`config.mk`:
```
export PLATFORM = sky130hd
export DESIGN_NAME = pdvr_fifo
export DESIGN_NICKNAME = d
export VERILOG_FILES = /design/src/hw/rtl/pdvr_pkg.sv /design/src/hw/rtl/pdvr_fifo.sv
export VERILOG_INCLUDE_DIRS = /design/src /design/src/hw/rtl
export SDC_FILE = /design/constraint.sdc
export NUM_CORES = 1
export LEC_CHECK = 0
export BUFFER_PORTS_ARGS = -buffer_cell sky130_fd_sc_hd__buf_2
export CAP_MARGIN = 30
export CORE_UTILIZATION = 56
export DETAILED_ROUTE_END_ITERATION = 16
export GPL_TIMING_DRIVEN = 0
export PLACE_DENSITY = 0.83
export SLEW_MARGIN = 20
export SYNTH_ARGS = -nofsm -noshare
export SYNTH_HDL_FRONTEND = slang
export SYNTH_SLANG_ARGS = --single-unit
export TNS_END_PERCENT = 30
```
`constraint.sdc`:
```
create_clock -name i_clk -period 11.55 [get_ports i_clk]
set_clock_uncertainty 0.05 [all_clocks]
set_input_delay 1.155 -clock i_clk [delete_from_list [all_inputs] [get_ports i_clk]]
set_output_delay 1.155 -clock i_clk [all_outputs]
set_load 0.005 [all_outputs]
```
`src/hw/rtl/assert_macros.svh`:
```
// Assertion helpers for the RTL
`ifndef ASSERT_MACROS_SVH
`define ASSERT_MACROS_SVH

// Plain property checked on every rising clock edge outside reset
`define PDVR_ASSERT(lbl, clk, rst_n, prop, msg) \
    lbl: assert property (@(posedge clk) disable iff (!rst_n) (prop)) else $error(msg);

// Same-cycle implication checked outside reset
`define PDVR_ASSERT_IMP(lbl, clk, rst_n, ante, cons, msg) \
    lbl: assert property (@(posedge clk) disable iff (!rst_n) (ante) |-> (cons)) \
        else $error(msg);

`endif

```
`src/hw/rtl/pdvr_pkg.sv`:
```
`timescale 1ns / 1ps
`default_nettype none
package pdvr_pkg;

    localparam int CORDIC_STEPS_DEF = 16;
    localparam int DIV_BITS         = 53;
    localparam logic [19:0] VEL_SCALE = 20'd1000000;
    localparam logic signed [33:0] K_Q30 = 34'sd652032875;

    typedef struct packed {
        logic signed [32:0] dx;
        logic signed [32:0] dy;
        logic signed [31:0] z;
        logic               flip;
        logic [19:0]        dt;
    } t_entry;

    // atan(2^-i) in 2^-32 turn
    function automatic logic [31:0] atan_turn(input logic [4:0] idx);
        logic [31:0] v;
        case (idx)
            5'd0:  v = 32'h20000000;  5'd1:  v = 32'h12E4051E;
            5'd2:  v = 32'h09FB385B;  5'd3:  v = 32'h051111D4;
            5'd4:  v = 32'h028B0D43;  5'd5:  v = 32'h0145D7E1;
            5'd6:  v = 32'h00A2F61E;  5'd7:  v = 32'h00517C55;
            5'd8:  v = 32'h0028BE53;  5'd9:  v = 32'h00145F2F;
            5'd10: v = 32'h000A2F98;  5'd11: v = 32'h000517CC;
            5'd12: v = 32'h00028BE6;  5'd13: v = 32'h000145F3;
            5'd14: v = 32'h0000A2FA;  5'd15: v = 32'h0000517D;
            5'd16: v = 32'h000028BE;  5'd17: v = 32'h0000145F;
            5'd18: v = 32'h00000A30;  5'd19: v = 32'h00000518;
            5'd20: v = 32'h0000028C;  5'd21: v = 32'h00000146;
            5'd22: v = 32'h000000A3;  5'd23: v = 32'h00000051;
            5'd24: v = 32'h00000029;  5'd25: v = 32'h00000014;
            5'd26: v = 32'h0000000A;  5'd27: v = 32'h00000005;
            5'd28: v = 32'h00000003;  5'd29: v = 32'h00000001;
            5'd30: v = 32'h00000001;  default: v = 32'h00000000;
        endcase
        return v;
    endfunction

    // Apply sign to a quotient magnitude and clamp to 32 bits
    function automatic logic [31:0] vel_sat(input logic [DIV_BITS-1:0] q,
                                            input logic neg, input logic zero);
        logic [31:0] v;
        if (zero) begin
            v = 32'd0;
        end else if (!neg) begin
            v = (q > DIV_BITS'(32'h7FFFFFFF)) ? 32'h7FFFFFFF : q[31:0];
        end else begin
            v = (q >= DIV_BITS'(33'h080000000)) ? 32'h80000000 : (~q[31:0] + 32'd1);
        end
        return v;
    endfunction

endpackage
`default_nettype wire

```
`src/hw/rtl/pdvr_fifo.sv`:
```
`timescale 1ns / 1ps
`default_nettype none
`include "assert_macros.svh"
module pdvr_fifo
    import pdvr_pkg::*;
(
    input  wire logic   i_clk,
    input  wire logic   i_rst_n,
    input  wire logic   i_push,
    input  t_entry      i_entry,
    output      logic   o_full,
    input  wire logic   i_pop,
    output      logic   o_valid,
    output      t_entry o_entry
);

    t_entry     r_mem [2];
    logic       r_wp, r_rp;
    logic [1:0] r_count;

    assign o_full  = (r_count == 2'd2);
    assign o_valid = (r_count != 2'd0);
    assign o_entry = r_mem[r_rp];

    // Store a request
    always_ff @(posedge i_clk) begin
        if (i_push) begin
            r_mem[r_wp] <= i_entry;
        end
    end

    // Advance pointers and fill count
    always_ff @(posedge i_clk) begin
        if (!i_rst_n) begin
            r_wp    <= 1'b0;
            r_rp    <= 1'b0;
            r_count <= 2'd0;
        end else begin
            if (i_push) r_wp <= !r_wp;
            if (i_pop)  r_rp <= !r_rp;
            r_count <= r_count + 2'(i_push) - 2'(i_pop);
        end
    end

    `PDVR_ASSERT(a_cnt_range, i_clk, i_rst_n, r_count <= 2'd2, "queue count out of range")
    `PDVR_ASSERT_IMP(a_no_ovf, i_clk, i_rst_n, i_push, r_count != 2'd2, "push into full queue")
    `PDVR_ASSERT_IMP(a_no_udf, i_clk, i_rst_n, i_pop, r_count != 2'd0, "pop from empty queue")

endmodule
`default_nettype wire

```
==> metrics.txt <==
outcome finished, final reports clean; Die ar. 0.0164 sq mm; total negative slack 0 ns; via-per-instance ratio 5.13; CP Cell Sequence buf_6 -> clkbuf_8 -> mux2_2 -> buf_2; Die Ht 128 um; Overall Power 1.94 mW; Placement Setup Slack 8.87 ns; DRT antenna net count 0; placed inst area 0.0105 sq mm; Leakage 4.27 nW; maxcap violations 0; number of port buffers 243; Synth Cell Area 0.00889 sq mm; crit path launch type flip-flop; fillers 912; Worst Hold Slack 0.536 ns; fin cells 899; DRT iter0 DRCs 207; final setup fails 0; HPWL after detailed placement 11.1 mm; Logic pwr share 10.4%; Multi-input gate area 0.00147 sq mm; Pre-antenna DRT Iters 4; Crit path largest cell delay 0.37 ns; crit path time final 3.00 ns; Crit Path Max Fanout 10; Hold Path Class reg2reg; Core Box Area 0.0154 sq mm; placed insts 852; Worst Path Arrival 1.79 ns; largest net degree at the start of global routing 50; DRC Markers 0; clk buf depth 3; global-route wire length before repair 24.7 mm; period utilization 25.9%; most common cell after layout, fill and taps aside buf_2; vias 4615; Max Fclk 0.334 GHz; PD cells 172 mW/mm^2; Yosys Warn Count 0; Post-Route WL 16.5 mm; clock root cell clkbuf_16; Cell variety after synth 13; Flop pwr share 53.2%; CTS tree yes; Slew HR 59.8%; Design Area, Final 0.0113 sq mm; H-tree depth 1; Gate Count Post-Synth 391; clock slew at reported path FFs 0.06 ns; total CTS buffers 24; CTS sink count 243; final core occ 73.4%; Setup CP Type reg2out; mean post-synth cell area 22.7 sq um; Final WS setup 8.55 ns; Final Hold Fails 0; P&R area growth vs syn 26.9%; routability cong. 0.680; clk_lat worst skew 0.51 ns; Ports 244; Slew @ Worst Pin 0.601 ns; initial antenna violation count 3; Sw Ratio 21.0%; GRT overflow 0; slowest CP cell mux2_2; most frequent cells in the layout 243 x buf_2, 238 x edfxtp_1, 119 x mux2_2, 24 x clkbuf_16, 11 x clkbuf_8; post-cts resize count 0; Worst EP required 10.35 ns; NumNets Final 792; vias in the first global route 4893; initial cell density of the core 57.8%; post-synthesis net count 516; Clock power frac 36.4%; Psw 0.406 mW; number of synthesized register bits 243; Peak VDD IR 0.170 mV; count of pins over their slew limit 0; RSZ-0062 raised after global routing no; sequential-to-total area share from yosys stat 81.5%; Hold-fix buffers, CTS 0; critical path endpoint category output port; # rows 45; Routed wire per std cell 18.3 um; total internal power 1.53 mW; Die Wd 128 um; overall routing resource usage 20.0%; area occupied by registers 0.00725 sq mm; Post-CTS Setup Inserts 0; layout cells sized above 1 60.6%
[flip-flops by register name, indices dropped and copies added, names as in the netlist, named ones only]
signal   flops
r_mem      238
r_count      2
r_rp         1
r_wp         1
[layout make-up]
cell class | instances | area share (%)
flip-flops and latches | 243 | 64.3
multi-input cells | 133 | 13.0
repair buffers | 250 | 12.3
clock buffers | 29 | 5.49
well taps | 211 | 2.34
plain buffers | 13 | 1.54
clock inverters | 15 | 0.888
inverters | 2 | 0.0666
diodes | 3 | 0.0666
[worst paths after layout]
check / start / to / slack [ns] / cells past startpoint
max: flip-flop / o_entry[99] / 8.55 / 4
min: r_rp / flip-flop / 0.54 / 2
max reg2reg: r_wp / r_mem[0][12] / 9.87 / 3
min reg2reg: r_rp / flip-flop / 0.54 / 2
[power groups by stage]
stage | sequential (mW) | combinational (mW) | clock (mW)
2_1_floorplan | 1.05 | 0.103 | 0
3_5_place_dp | 1.05 | 0.201 | 0
5_1_grt | 1.03 | 0.217 | 0.751
3_3_place_gp | 1.06 | 0.185 | 0
6_report | 1.03 | 0.201 | 0.706
4_1_cts | 1.03 | 0.204 | 0.717
[kinds of logic (layout without fill, tap and decap cells)]
kind of cell,after synthesis,count (layout),share of synthesized area (%)
mux,119,119,15.1
other cells,0,3,0
fa+ha+maj,2,2,0.281
flops,243,243,81.5
xor+xnor,2,2,0.352
simple gates,9,9,0.633
buf+inv,15,309,2.04
compound gates,1,1,0.0845
[critical path, delay by kind of cell (launching register included)]
kind / cells / cell delay (ns)
buf+inv: 3 / 0.56
mux: 1 / 0.37
flops: 1 / 0.35
[per-layer routing]
metal | vias to the layer above | wire, um | GRT usage, %
li1 | 2116 | - | -
met1 | 2257 | 6090 | 22.4
met2 | 198 | 8410 | 35.5
met3 | 44 | 1360 | 6.22
met4 | 0 | 617 | 8.58
met5 | - | 0 | 0
[synthesized netlist by cell type]
| master | number | share of area, % |
|---|---|---|
| and2_1 | 4 | 0.28 |
| buf_6 | 2 | 0.25 |
| clkbuf_8 | 11 | 1.7 |
| dfxtp_1 | 5 | 1.1 |
| edfxtp_1 | 238 | 80 |
| ha_1 | 2 | 0.28 |
| inv_1 | 2 | 0.084 |
| mux2_2 | 119 | 15 |
| nor2b_1 | 4 | 0.28 |
| o21a_1 | 1 | 0.084 |
| or2_2 | 1 | 0.070 |
| xnor3_1 | 1 | 0.25 |
| xor2_1 | 1 | 0.099 |
Power figures use the tool's default switching activity.
