**config.mk**
```make
export PLATFORM = sky130hd
export DESIGN_NAME = pdvr_front
export DESIGN_NICKNAME = d
export VERILOG_FILES = /design/src/hw/rtl/assert_macros.svh /design/src/hw/rtl/pdvr_pkg.sv /design/src/hw/rtl/pdvr_front.sv
export SDC_FILE = /design/constraint.sdc
export NUM_CORES = 1
export LEC_CHECK = 0
export ABC_CLOCK_PERIOD_IN_PS = 2850
export BUFFER_PORTS_ARGS = -buffer_cell sky130_fd_sc_hd__buf_2
export CORE_ASPECT_RATIO = 1.25
export CORE_UTILIZATION = 45
export DETAILED_ROUTE_END_ITERATION = 8
export HOLD_SLACK_MARGIN = 0.15
export PLACE_DENSITY = 0.74
export SLEW_MARGIN = 0
export SYNTH_ARGS = -nofsm -noshare
export SYNTH_HDL_FRONTEND = slang
export SYNTH_SLANG_ARGS = --single-unit
```
**constraint.sdc**
```tcl
create_clock -name i_clk -period 2.85 [get_ports i_clk]
set_input_delay 0.1425 -clock i_clk [delete_from_list [all_inputs] [get_ports i_clk]]
set_output_delay 0.1425 -clock i_clk [all_outputs]
set_load 0.02 [all_outputs]
```
**src/hw/rtl/assert_macros.svh**
```systemverilog
// Assertion helpers for the RTL
`ifndef ASSERT_MACROS_SVH
`define ASSERT_MACROS_SVH

// Plain property checked on every rising clock edge outside reset
`define PDVR_ASSERT(lbl, clk, rst_n, prop, msg) \
    lbl: assert property (@(posedge clk) disable iff (!rst_n) (prop)) else $error(msg);

// Same-cycle implication checked outside reset
`define PDVR_ASSERT_IMP(lbl, clk, rst_n, ante, cons, msg) \
    lbl: assert property (@(posedge clk) disable iff (!rst_n) (ante) |-> (cons)) \
        else $error(msg);

`endif

```
**src/hw/rtl/pdvr_pkg.sv**
```systemverilog
`timescale 1ns / 1ps
`default_nettype none
package pdvr_pkg;

    localparam int CORDIC_STEPS_DEF = 16;
    localparam int DIV_BITS         = 53;
    localparam logic [19:0] VEL_SCALE = 20'd1000000;
    localparam logic signed [33:0] K_Q30 = 34'sd652032875;

    typedef struct packed {
        logic signed [32:0] dx;
        logic signed [32:0] dy;
        logic signed [31:0] z;
        logic               flip;
        logic [19:0]        dt;
    } t_entry;

    // atan(2^-i) in 2^-32 turn
    function automatic logic [31:0] atan_turn(input logic [4:0] idx);
        logic [31:0] v;
        case (idx)
            5'd0:  v = 32'h20000000;  5'd1:  v = 32'h12E4051E;
            5'd2:  v = 32'h09FB385B;  5'd3:  v = 32'h051111D4;
            5'd4:  v = 32'h028B0D43;  5'd5:  v = 32'h0145D7E1;
            5'd6:  v = 32'h00A2F61E;  5'd7:  v = 32'h00517C55;
            5'd8:  v = 32'h0028BE53;  5'd9:  v = 32'h00145F2F;
            5'd10: v = 32'h000A2F98;  5'd11: v = 32'h000517CC;
            5'd12: v = 32'h00028BE6;  5'd13: v = 32'h000145F3;
            5'd14: v = 32'h0000A2FA;  5'd15: v = 32'h0000517D;
            5'd16: v = 32'h000028BE;  5'd17: v = 32'h0000145F;
            5'd18: v = 32'h00000A30;  5'd19: v = 32'h00000518;
            5'd20: v = 32'h0000028C;  5'd21: v = 32'h00000146;
            5'd22: v = 32'h000000A3;  5'd23: v = 32'h00000051;
            5'd24: v = 32'h00000029;  5'd25: v = 32'h00000014;
            5'd26: v = 32'h0000000A;  5'd27: v = 32'h00000005;
            5'd28: v = 32'h00000003;  5'd29: v = 32'h00000001;
            5'd30: v = 32'h00000001;  default: v = 32'h00000000;
        endcase
        return v;
    endfunction

    // Apply sign to a quotient magnitude and clamp to 32 bits
    function automatic logic [31:0] vel_sat(input logic [DIV_BITS-1:0] q,
                                            input logic neg, input logic zero);
        logic [31:0] v;
        if (zero) begin
            v = 32'd0;
        end else if (!neg) begin
            v = (q > DIV_BITS'(32'h7FFFFFFF)) ? 32'h7FFFFFFF : q[31:0];
        end else begin
            v = (q >= DIV_BITS'(33'h080000000)) ? 32'h80000000 : (~q[31:0] + 32'd1);
        end
        return v;
    endfunction

endpackage
`default_nettype wire

```
**src/hw/rtl/pdvr_front.sv**
```systemverilog
`timescale 1ns / 1ps
`default_nettype none
module pdvr_front
    import pdvr_pkg::*;
(
    input  wire logic          i_clk,
    input  wire logic          i_rst_n,
    input  wire logic          i_valid,
    input  wire logic [103:0]  i_data,
    input  wire logic          i_full,
    output      logic          o_ready,
    output      logic          o_push,
    output      t_entry        o_entry
);

    logic signed [31:0] r_prev_x, r_prev_y;
    logic signed [31:0] pos_x, pos_y;
    logic signed [32:0] z_raw;

    assign pos_x   = i_data[31:0];
    assign pos_y   = i_data[63:32];
    assign o_ready = !i_full;
    assign o_push  = i_valid && !i_full;

    // Difference to previous sample and yaw folded into +-90 degrees
    always_comb begin
        z_raw = {i_data[79], i_data[79:64], 16'd0};
        o_entry.dx = {pos_x[31], pos_x} - {r_prev_x[31], r_prev_x};
        o_entry.dy = {pos_y[31], pos_y} - {r_prev_y[31], r_prev_y};
        o_entry.dt = i_data[99:80];
        if (z_raw > 33'sd1073741824) begin
            o_entry.z    = 32'(z_raw - 33'sd2147483648);
            o_entry.flip = 1'b1;
        end else if (z_raw < -33'sd1073741824) begin
            o_entry.z    = 32'(z_raw + 33'sd2147483648);
            o_entry.flip = 1'b1;
        end else begin
            o_entry.z    = z_raw[31:0];
            o_entry.flip = 1'b0;
        end
    end

    // Hold the last accepted position
    always_ff @(posedge i_clk) begin
        if (!i_rst_n) begin
            r_prev_x <= '0;
            r_prev_y <= '0;
        end else if (o_push) begin
            r_prev_x <= pos_x;
            r_prev_y <= pos_y;
        end
    end

endmodule
`default_nettype wire

```
==> impl_metrics.tcl, run 1 <==
set metrics [dict create \
    post-route-period-util_pct 110 \
    netSwitchingPower_mw 1.51 \
    finalMaxSlewViolations 0 \
    critPathRequiredTime_ns 2.71 \
    power_mw 3.99 \
    finalWorstSetupSlack_ns -0.287 \
    layout.nets 1273 \
    finalSetupViolCount 14 \
    row_count 48 \
    cts_root_buffer "clkbuf_16" \
    endpoint_kind "output port" \
    ys_types 56 \
    synth_edf_count 0 \
    syn_area_um2 6360 \
    status "finished, violations left" \
    final_period_minus_worst_setup_slack_ns 3.14 \
    wirelength_um 19300 \
    vdd_drop_max_uv 254 \
    viasPerCell 5.36 \
    clkTransAtPathRegs_ns 0.06 \
    ys_warn_count 0 \
    synthCells 881 \
    p_sw_share_pct 37.8 \
    arrival_ns 2.99 \
    power.leakage_nw 3.81 \
    fillerInstances 1180 \
    clock-sinks 64 \
    vias 6866 \
    grt_usage_pct 24.8 \
    grt_first_pass_wirelength_um 28800 \
    cts_tree "yes" \
    grt_max_degree 65 \
    cap_violations 0 \
    ys_seq_area_share_pct 20.2 \
    rsz0062_at_grt "yes" \
    overflow 0 \
    die_area_um2 14600 \
    power_frac_clock_pct 29.0 \
    drc 0 \
    insertion_delay_ns 0.33 \
    power.density_nw_per_um2 447 \
    synth-seq-cells 64 \
    fmax_mhz 319 \
    comb_power_share_pct 47.0 \
    hpwl_um 12600 \
    p_int_mw 2.48 \
    place_area_um2 7090 \
    antenna_found_initial 3 \
    drive_above_1_share_pct 30.6 \
    drt_iter0_drc 193 \
    syn_area_per_cell_um2 7.21 \
    area_delta_synth_final_pct 40.4 \
    io_pins 229 \
    antenna_left 0 \
    worstHoldPathType "in -> reg" \
    wl_per_cell_um 15.0 \
    place.gp.congestion 0.901 \
    grt_pass1_vias 6446 \
    synth_flop_cell "dfxtp_1" \
    seqPwrFrac_pct 24.0 \
    die_height_um 135 \
    port_buffers 168 \
    path_class "reg -> out" \
    slew-limit-headroom_pct 31.3 \
    worst_slew_pin_slew_ns 1.03 \
    cp_max_fo 3 \
    first_pass_iters 5 \
    ctsLongestPathBuffers 2 \
    async_flop_share_pct 0 \
    violations "negative setup slack" \
    dp_cells 1173 \
    finalNonFillerCells 1281 \
    place_ws_ns -0.129 \
    final_cell_area_um2 8930 \
    numCtsBuffers 9 \
    htreeDepth 3 \
    core_um2 13800 \
    start_util_pct 46.0 \
    worstSetupStartpointType "flip-flop" \
    hold_viol 0 \
    die_w_um 108 \
    skew_ns 0 \
]
[cells in the mapped netlist, drive strengths merged (3+ instances only)]
library cell | count | area (um^2)
a211oi | 5 | 42.5
a21boi | 66 | 495
a21o | 32 | 240
a21oi | 72 | 372
a31o | 3 | 26.3
a31oi | 5 | 31.3
and2 | 4 | 25.0
and3 | 3 | 18.8
buf | 57 | 417
clkbuf | 27 | 101
dfxtp | 64 | 1280
ha | 64 | 801
inv | 86 | 323
nand2 | 174 | 653
nand2b | 7 | 43.8
nand3 | 10 | 50.1
nand4 | 8 | 50.1
nor2 | 31 | 116
nor2b | 4 | 25.0
nor3 | 6 | 30.0
nor4 | 3 | 18.8
o2111ai | 3 | 26.3
o211ai | 6 | 45.0
o21a | 8 | 60.1
o21ai | 33 | 173
o21bai | 8 | 60.1
o22ai | 3 | 18.8
o31ai | 7 | 52.6
or2 | 3 | 18.8
xnor2 | 37 | 324
xor2 | 22 | 193
[layer usage]
metal	vias up	part of all wire, %	GRT usage [%]
met4	0	5.2	13.7
met1	3210	37	24.1
met2	221	53	49.0
met3	79	4.0	3.52
met5	-	0	0
li1	3356	-	-
[final cells by class]
| cell class | instances | area (um^2) | area share (%) |
|---|---|---|---|
| repair buffers | 276 | 1900 | 21.3 |
| clock inverters | 3 | 40.0 | 0.449 |
| diodes | 3 | 7.51 | 0.0841 |
| well taps | 175 | 219 | 2.45 |
| clock buffers | 12 | 267 | 2.99 |
| multi-input cells | 662 | 4870 | 54.6 |
| flip-flops and latches | 64 | 1290 | 14.5 |
| inverters | 86 | 323 | 3.62 |
[kinds of logic after synthesis]
kind of cell               after synthesis  share of synthesized area [%]
DFF                                     64                           20.2
xor gates and xnor gates                59                           8.13
adders and majority gates               66                           13.2
buffers and inverters                  170                           13.2
muxes                                    2                          0.315
AOI/OAI and AO/OA                      262                           27.9
and+or+nand+nor                        257                           17.0
other                                    1                         0.0590
[cells in the final DEF, fill, tap and decap left out, types with 4 or more instances in the layout]
master         Yosys  final
buf_2              3    143
a21boi_0          66     65
o21bai_1           8      8
ha_1              64     39
xor2_1            22     22
nand2_2            0      4
xnor2_1           37     36
nor2_1            31     28
nand2_1          174    170
nand2b_1           7      6
o21ai_2            2     10
nor3_1             6      6
clkbuf_16          0      9
nand4_1            8      8
o211ai_1           6      6
a211oi_2           1      5
a21oi_2            3     18
dfxtp_1           64     56
ha_2               0      7
ha_4               0     18
o21a_1             8      8
a21o_1            32     32
o21ai_1            7      8
inv_1             86     83
buf_4             53     63
buf_6              0      6
a21oi_1           69     53
o21ai_0           24     15
conb_1             1     16
nand3_1           10      9
dlygate4sd3_1      0     62
dfxtp_2            0      7
[registers in the layout, indices dropped and copies added (netlist names)]
register and flops:
r_prev_y 32, r_prev_x 32
[metrics by stage]
stage                     hold WS, ns  setup TNS (ns)  utilization, %
after detailed placement        0.285          -0.340            51.3
after floorplan                 0.287               0               -
final                           0.257           -1.90            64.6
after CTS                       0.285           -2.12            60.6
after global placement          0.285          -0.125            51.3
after global routing            0.282           -4.19            64.6
[power groups by stage]
| stage | logic (mW) | clock network [mW] | registers, mW |
|---|---|---|---|
| 4_1_cts | 1.68 | 1.17 | 0.957 |
| 2_1_floorplan | 1.13 | 0 | 0.971 |
| 5_1_grt | 2.02 | 1.22 | 0.963 |
| 3_3_place_gp | 1.51 | 0 | 0.974 |
| 6_report | 1.88 | 1.16 | 0.958 |
| 3_5_place_dp | 1.52 | 0 | 0.975 |
[timing repair]
item,4_1_cts,5_1_grt
hold buffers,64,0
setup endpoints to repair,24,37
pin swaps,29,44
hold endpoints to repair,64,0
setup buffers,14,17
gates cloned,0,0
gates resized for setup,53,105
[path summary, 6_finish.rpt]
| path | from | to | slack [ns] | cells past startpoint |
|---|---|---|---|---|
| worst max-delay path | r_prev_y[0] | o_entry[83] | -0.29 | 11 |
| worst min register to register | r_prev_y[17] | r_prev_y[17] | 0.46 | 2 |
| worst min-delay path | i_data[6] | r_prev_x[6] | 0.26 | 3 |
| worst max register to register | r_prev_y[1] | r_prev_y[1] | 2.07 | 2 |
[worst max-delay path, stage by stage (launching register included)]
cell and delay (ns):
dfxtp_2 0.34, ha_4 0.16, fa_2 0.36, and2b_1 0.25
o2111ai_2 0.14, and3_4 0.22, o311a_4 0.34, o41ai_4 0.32
a21oi_2 0.10, o21ai_2 0.13, xnor2_1 0.13, buf_4 0.16
Note: power is estimated with default switching activity, not from simulation.
==> run 2, diff against run 1 <==
CORE_UTILIZATION = 51   (was 45)
PLACE_DENSITY = 0.82   (was 0.74)
SETUP_SLACK_MARGIN = 0.5   (was default)
==> impl_metrics.tcl, run 2 (synthesis results as in run 1) <==
set metrics [dict create \
    critPathRequiredTime_ns 2.71 \
    power_frac_clock_pct 26.2 \
    clock-sinks 64 \
    netSwitchingPower_mw 1.75 \
    die_area_um2 12900 \
    cp_max_fo 2 \
    worstHoldPathType "in -> out" \
    hpwl_um 11800 \
    grt_first_pass_wirelength_um 33000 \
    power.density_nw_per_um2 457 \
    reg2regPathDepth 2 \
    vdd_drop_max_uv 306 \
    hold_viol 0 \
    io_pins 229 \
    dp_cells 1151 \
    finalWorstSetupSlack_ns -0.304 \
    grt_pass1_vias 6957 \
    hold_slack_ns 0.285 \
    final_period_minus_worst_setup_slack_ns 3.15 \
    status "finished, violations left" \
    power_mw 4.38 \
    numCtsBuffers 9 \
    seqPwrFrac_pct 22.0 \
    holdPathStages 0 \
    drc 0 \
    finalSetupViolCount 23 \
    grt_max_degree 66 \
    post-route-period-util_pct 111 \
    fmax_mhz 317 \
    setup-tns-final_ns -3.12 \
    p_int_mw 2.63 \
    viasPerCell 6.10 \
    drt_iter0_drc 710 \
    antenna_found_initial 3 \
    worst_slew_pin_slew_ns 1.13 \
    endpoint_kind "output port" \
    drive_above_1_share_pct 37.6 \
    clkTransAtPathRegs_ns 0.06 \
    finalNonFillerCells 1284 \
    ctsLongestPathBuffers 2 \
    place_area_um2 7120 \
    cts_root_buffer "clkbuf_16" \
    violations "negative setup slack" \
    wirelength_um 26700 \
    place.gp.congestion 0.924 \
    finalMaxSlewViolations 0 \
    p_sw_share_pct 39.9 \
    utilization_pct 78.7 \
    power.leakage_nw 4.02 \
    skew_ns 0 \
    row_count 45 \
    slew-limit-headroom_pct 24.7 \
    die_w_um 102 \
    cap_violations 0 \
    port_buffers 168 \
    worstSetupStartpointType "flip-flop" \
    cts_tree "yes" \
    area_delta_synth_final_pct 50.7 \
    comb_power_share_pct 51.7 \
    die_height_um 127 \
    final_common_cell "nand2_1" \
    most-common-layout-cells "170 x nand2_1, 122 x buf_2, 78 x buf_4, 77 x inv_1" \
    core_um2 12200 \
    fillerInstances 716 \
    start_util_pct 52.3 \
    place_ws_ns 0.0173 \
    wl_per_cell_um 20.8 \
    vias 7828 \
    grt_usage_pct 32.5 \
    path_class "reg -> out" \
    insertion_delay_ns 0.33 \
    antenna_left 0 \
    arrival_ns 3.01 \
    overflow 0 \
    first_pass_iters 9 \
    htreeDepth 3 \
    rsz0062_at_grt "yes" \
    top_regs "r_prev_x: 32 flops, r_prev_y: 32 flops" \
    layout.nets 1286 \
    final_cell_area_um2 9580 \
]
run 2: cell types whose count changed in the layout (fill, tap and decap cells not counted), moves of 6 or more:
cell	change
a21oi_1	-10
buf_2	-21
buf_4	+15
buf_6	+19
dfxtp_1	-9
dfxtp_2	+9
ha_1	-7
inv_1	-6
inv_2	+6
xnor2_1	-11
xnor2_2	+11
xor2_1	-7
xor2_2	+6
run 2: path summary, 6_finish.rpt:
| kind | slack [ns] | startpoint | to |
|---|---|---|---|
| worst max register to register | 1.97 | r_prev_y[1] | r_prev_y[1] |
| worst max-delay path | -0.30 | r_prev_y[0] | o_entry[83] |
| worst min-delay path | 0.29 | i_data[84] | o_entry[4] |
| worst min register to register | 0.46 | r_prev_x[18] | r_prev_x[18] |
run 2: routing by layer:
metal	vias to the layer above	wire length, um	part of all wire (%)	global-route usage [%]
li1	3383	-	-	-
met1	3600	9120	34	35.3
met2	611	12500	47	55.2
met3	232	3060	11	10.7
met4	2	2030	7.6	17.1
met5	-	31	0.12	0
run 2: layout make-up:
| type | instances | area (um^2) | area share [%] |
|---|---|---|---|
| clock inverter | 3 | 40.0 | 0.418 |
| timing repair buffer | 289 | 2120 | 22.1 |
| tap | 164 | 205 | 2.14 |
| sequential | 64 | 1310 | 13.6 |
| multi-input combinational | 662 | 5320 | 55.5 |
| antenna | 3 | 7.51 | 0.0784 |
| inverter | 86 | 323 | 3.37 |
| clock buffer | 13 | 260 | 2.72 |
run 2: power by group through the flow:
stage	combinational, mW	sequential, mW	clock [mW]
after floorplan	1.16	0.972	0
after global placement	1.51	0.974	0
after detailed placement	1.53	0.977	0
after CTS	1.83	0.959	1.15
after global routing	2.39	0.968	1.20
final	2.27	0.965	1.15
run 2: worst max-delay path, cell delays in order (launching register included):
cell       delay [ns]
dfxtp_2          0.33
ha_4             0.16
fa_2             0.33
and2b_2          0.25
o2111ai_2        0.12
and3_4           0.22
o311a_4          0.33
o41ai_4          0.32
a21oi_2          0.11
o21ai_2          0.22
xnor2_2          0.14
buf_6            0.14
run 2: timing repair:
action	CTS	global route
buffers inserted	24	26
setup endpoints to repair	48	51
resized for setup	129	138
hold buffers	64	0
pin swaps	62	69
hold endpoints to repair	64	0
==> run 3, diff against run 2 <==
ABC_AREA = 1   (was default)
CORE_UTILIZATION = 54   (was 51)
PLACE_DENSITY = 0.83   (was 0.82)
==> impl_metrics.tcl, run 3 <==
set metrics [dict create \
    die_height_um 135 \
    worstSetupStartpointType "primary input" \
    core_um2 13800 \
    worstHoldPathType "in -> out" \
    antenna_left 0 \
    cp_num_buf_inv 4 \
    post-route-period-util_pct 82.9 \
    slew-limit-headroom_pct 24.2 \
    drc 0 \
    cpLargestDelayFamily "buffers and inverters" \
    ys_types 25 \
    status "finished, final reports clean" \
    setup-tns-final_ns 0 \
    n_antenna_cell 0 \
    overflow 0 \
    cts_tree "yes" \
    synth_area_leaders "nand2_1 25%, dfxtp_1 17%, inv_1 16%, ha_1 11%, a21oi_1 6.9%" \
    synth_top_cell_area_share_pct 24.7 \
    grt_first_pass_wirelength_um 34100 \
    synthCells 1395 \
    cap_violations 0 \
    final_period_minus_worst_setup_slack_ns 2.36 \
    final_common_cell "nand2_1" \
    die_area_um2 14600 \
    first_pass_iters 6 \
    endpoint_kind "output port" \
    async_flop_share_pct 0 \
    fmax_mhz 423 \
    cp_max_fo 4 \
    place.gp.congestion 0.965 \
    finalSetupViolCount 0 \
    top_regs "r_prev_x: 32 flops, r_prev_y: 32 flops" \
    viasPerCell 5.04 \
    io_pins 229 \
    path_cells "dlygate4sd3_1 -> buf_2 -> ha_4 -> nand2_2 -> inv_1 -> a21oi_1 -> nand2_4 -> nand2_4 -> nand2_4 -> xor2_1 -> buf_2" \
    synth-seq-cells 64 \
    numCtsBuffers 9 \
    cts_root_buffer "clkbuf_16" \
    reg2reg_to "r_prev_y[0]" \
    skew_ns 0 \
    slowest_delay_ns 0.55 \
    ys_warn_count 0 \
    grt_usage_pct 29.5 \
    most-common-layout-cells "446 x nand2_1, 315 x inv_1, 150 x buf_2, 87 x a21oi_1, 65 x o21ai_0" \
    antenna_found_initial 0 \
    cp-startpoint "i_data[39]" \
    syn_area_per_cell_um2 5.45 \
    insertion_delay_ns 0.35 \
    synth_edf_count 0 \
    vdd_drop_max_uv 289 \
    row_count 48 \
    ys_seq_area_share_pct 16.8 \
    drt_iter0_drc 415 \
    cp-endpoint "o_entry[69]" \
    finalMaxSlewViolations 0 \
    rsz0062_at_grt "yes" \
    htreeDepth 3 \
    power.density_nw_per_um2 438 \
    synth_flop_cell "dfxtp_1" \
    hold_viol 0 \
    vias 8943 \
    drive_above_1_share_pct 23.8 \
    grt_pass1_vias 7975 \
    crit_top_cell "nand2_4" \
    wl_per_cell_um 13.4 \
    worst_slew_pin_slew_ns 1.14 \
    yosys-top-cells-count "501 x nand2_1, 318 x inv_1, 105 x a21oi_1" \
    die_w_um 108 \
    syn_area_um2 7610 \
    ctsLongestPathBuffers 2 \
    area_delta_synth_final_pct 33.9 \
    critPathRequiredTime_ns 2.71 \
    critical_path_depth 11 \
    hpwl_um 15800 \
    wirelength_um 23700 \
    clock-sinks 64 \
    synth_most_common_cell "nand2_1" \
    power.leakage_nw 5.79 \
    reg2regPathDepth 2 \
    grt_max_degree 78 \
    path_class "in -> out" \
    arrival_ns 2.22 \
    r2r-start "r_prev_y[0]" \
    r2r_slack_ns 2.14 \
    start_util_pct 55.3 \
    layout.nets 1767 \
    synth_top_cell_by_area "nand2_1" \
    hold_slack_ns 0.285 \
    port_buffers 168 \
    slowest_stage "dlygate4sd3_1" \
]
## run 3: cell count changes in the layout (fill, tap and decap cells not counted), sizes merged, moves of 8 or more
cell | before | now
inv | 86 | 318
o21ai | 33 | 65
buf | 225 | 180
o21a | 8 | 0
nand3 | 10 | 48
a21oi | 72 | 105
nor2 | 31 | 90
a21boi | 66 | 0
nand2 | 174 | 511
a21o | 32 | 2
xnor2 | 37 | 5
## run 3: final cells by class
type                            instances  area (um^2)
Clock buffer                           11          243
Clock inverter                          5         32.5
Fill cell                            1060         3570
Inverter                              318         1190
Multi-Input combinational cell        956         5550
Sequential cell                        64         1290
Tap cell                              175          219
Timing Repair Buffer                  244         1660
## run 3: power breakdown
group	switching, mW	internal, mW
Sequential	0.0175	0.956
Clock	0.478	0.610
Combinational	1.50	0.900
## run 3: cells by family (layout without fill, tap and decap cells)
family | count (synthesis) | count (layout) | synth area share [%]
and+or+nand+nor | 669 | 669 | 34.9
buffers and inverters | 390 | 578 | 22.0
AOI/OAI and AO/OA | 174 | 174 | 11.6
adders and majority gates | 66 | 66 | 11.1
DFF | 64 | 64 | 16.8
xor gates and xnor gates | 30 | 30 | 3.45
other | 1 | 16 | 0.0493
muxes | 1 | 1 | 0.132
## run 3: worst min-delay path by stage
| stage | startpoint | end | cells after the start |
|---|---|---|---|
| final | i_data[99] | o_entry[19] | 0 |
| after global placement | i_data[92] | o_entry[12] | 0 |
| after CTS | i_data[92] | o_entry[12] | 0 |
| after global routing | i_data[90] | o_entry[10] | 0 |
| after floorplan | i_data[0] | r_prev_x[0] | 2 |
| after detailed placement | i_data[92] | o_entry[12] | 0 |
## run 3: worst reg2reg max path, delay by kind of cell (launching register included)
kind	cells	cell delay, ns
flip-flops	1	0.36
AO/OA/AOI/OAI	2	0.28
## run 3: layer usage
| metal | share of wire [%] | routed length [um] | track usage, % |
|---|---|---|---|
| met5 | 0 | 0 | 0 |
| met4 | 4.6 | 1100 | 14.8 |
| met3 | 5.4 | 1280 | 4.39 |
| met2 | 53 | 12500 | 57.1 |
| met1 | 37 | 8860 | 30.1 |
## run 3: timing repair
action | CTS | global route
hold buffers | 64 | 0
setup buffers | 5 | 6
endpoints found under the hold margin | 64 | 0
endpoints found under the setup margin | 17 | 47
pin swaps | 8 | 25
resized for setup | 25 | 199
## run 3: metrics by stage
stage | power [mW] | setup WS, ns | instances | util [%] | instance area [um^2]
finish | 4.46 | 0.489 | 1773 | 74.1 | 10200
global route | 4.73 | 0.346 | 1773 | 74.1 | 10200
CTS | 4.13 | 0.490 | 1767 | 67.6 | 9300
detailed placement | 2.94 | 0.721 | 1682 | 60.2 | 8270
global placement | 2.92 | 0.743 | 1682 | 60.2 | 8270
floorplan | 2.45 | 0.975 | 1410 | - | 7660
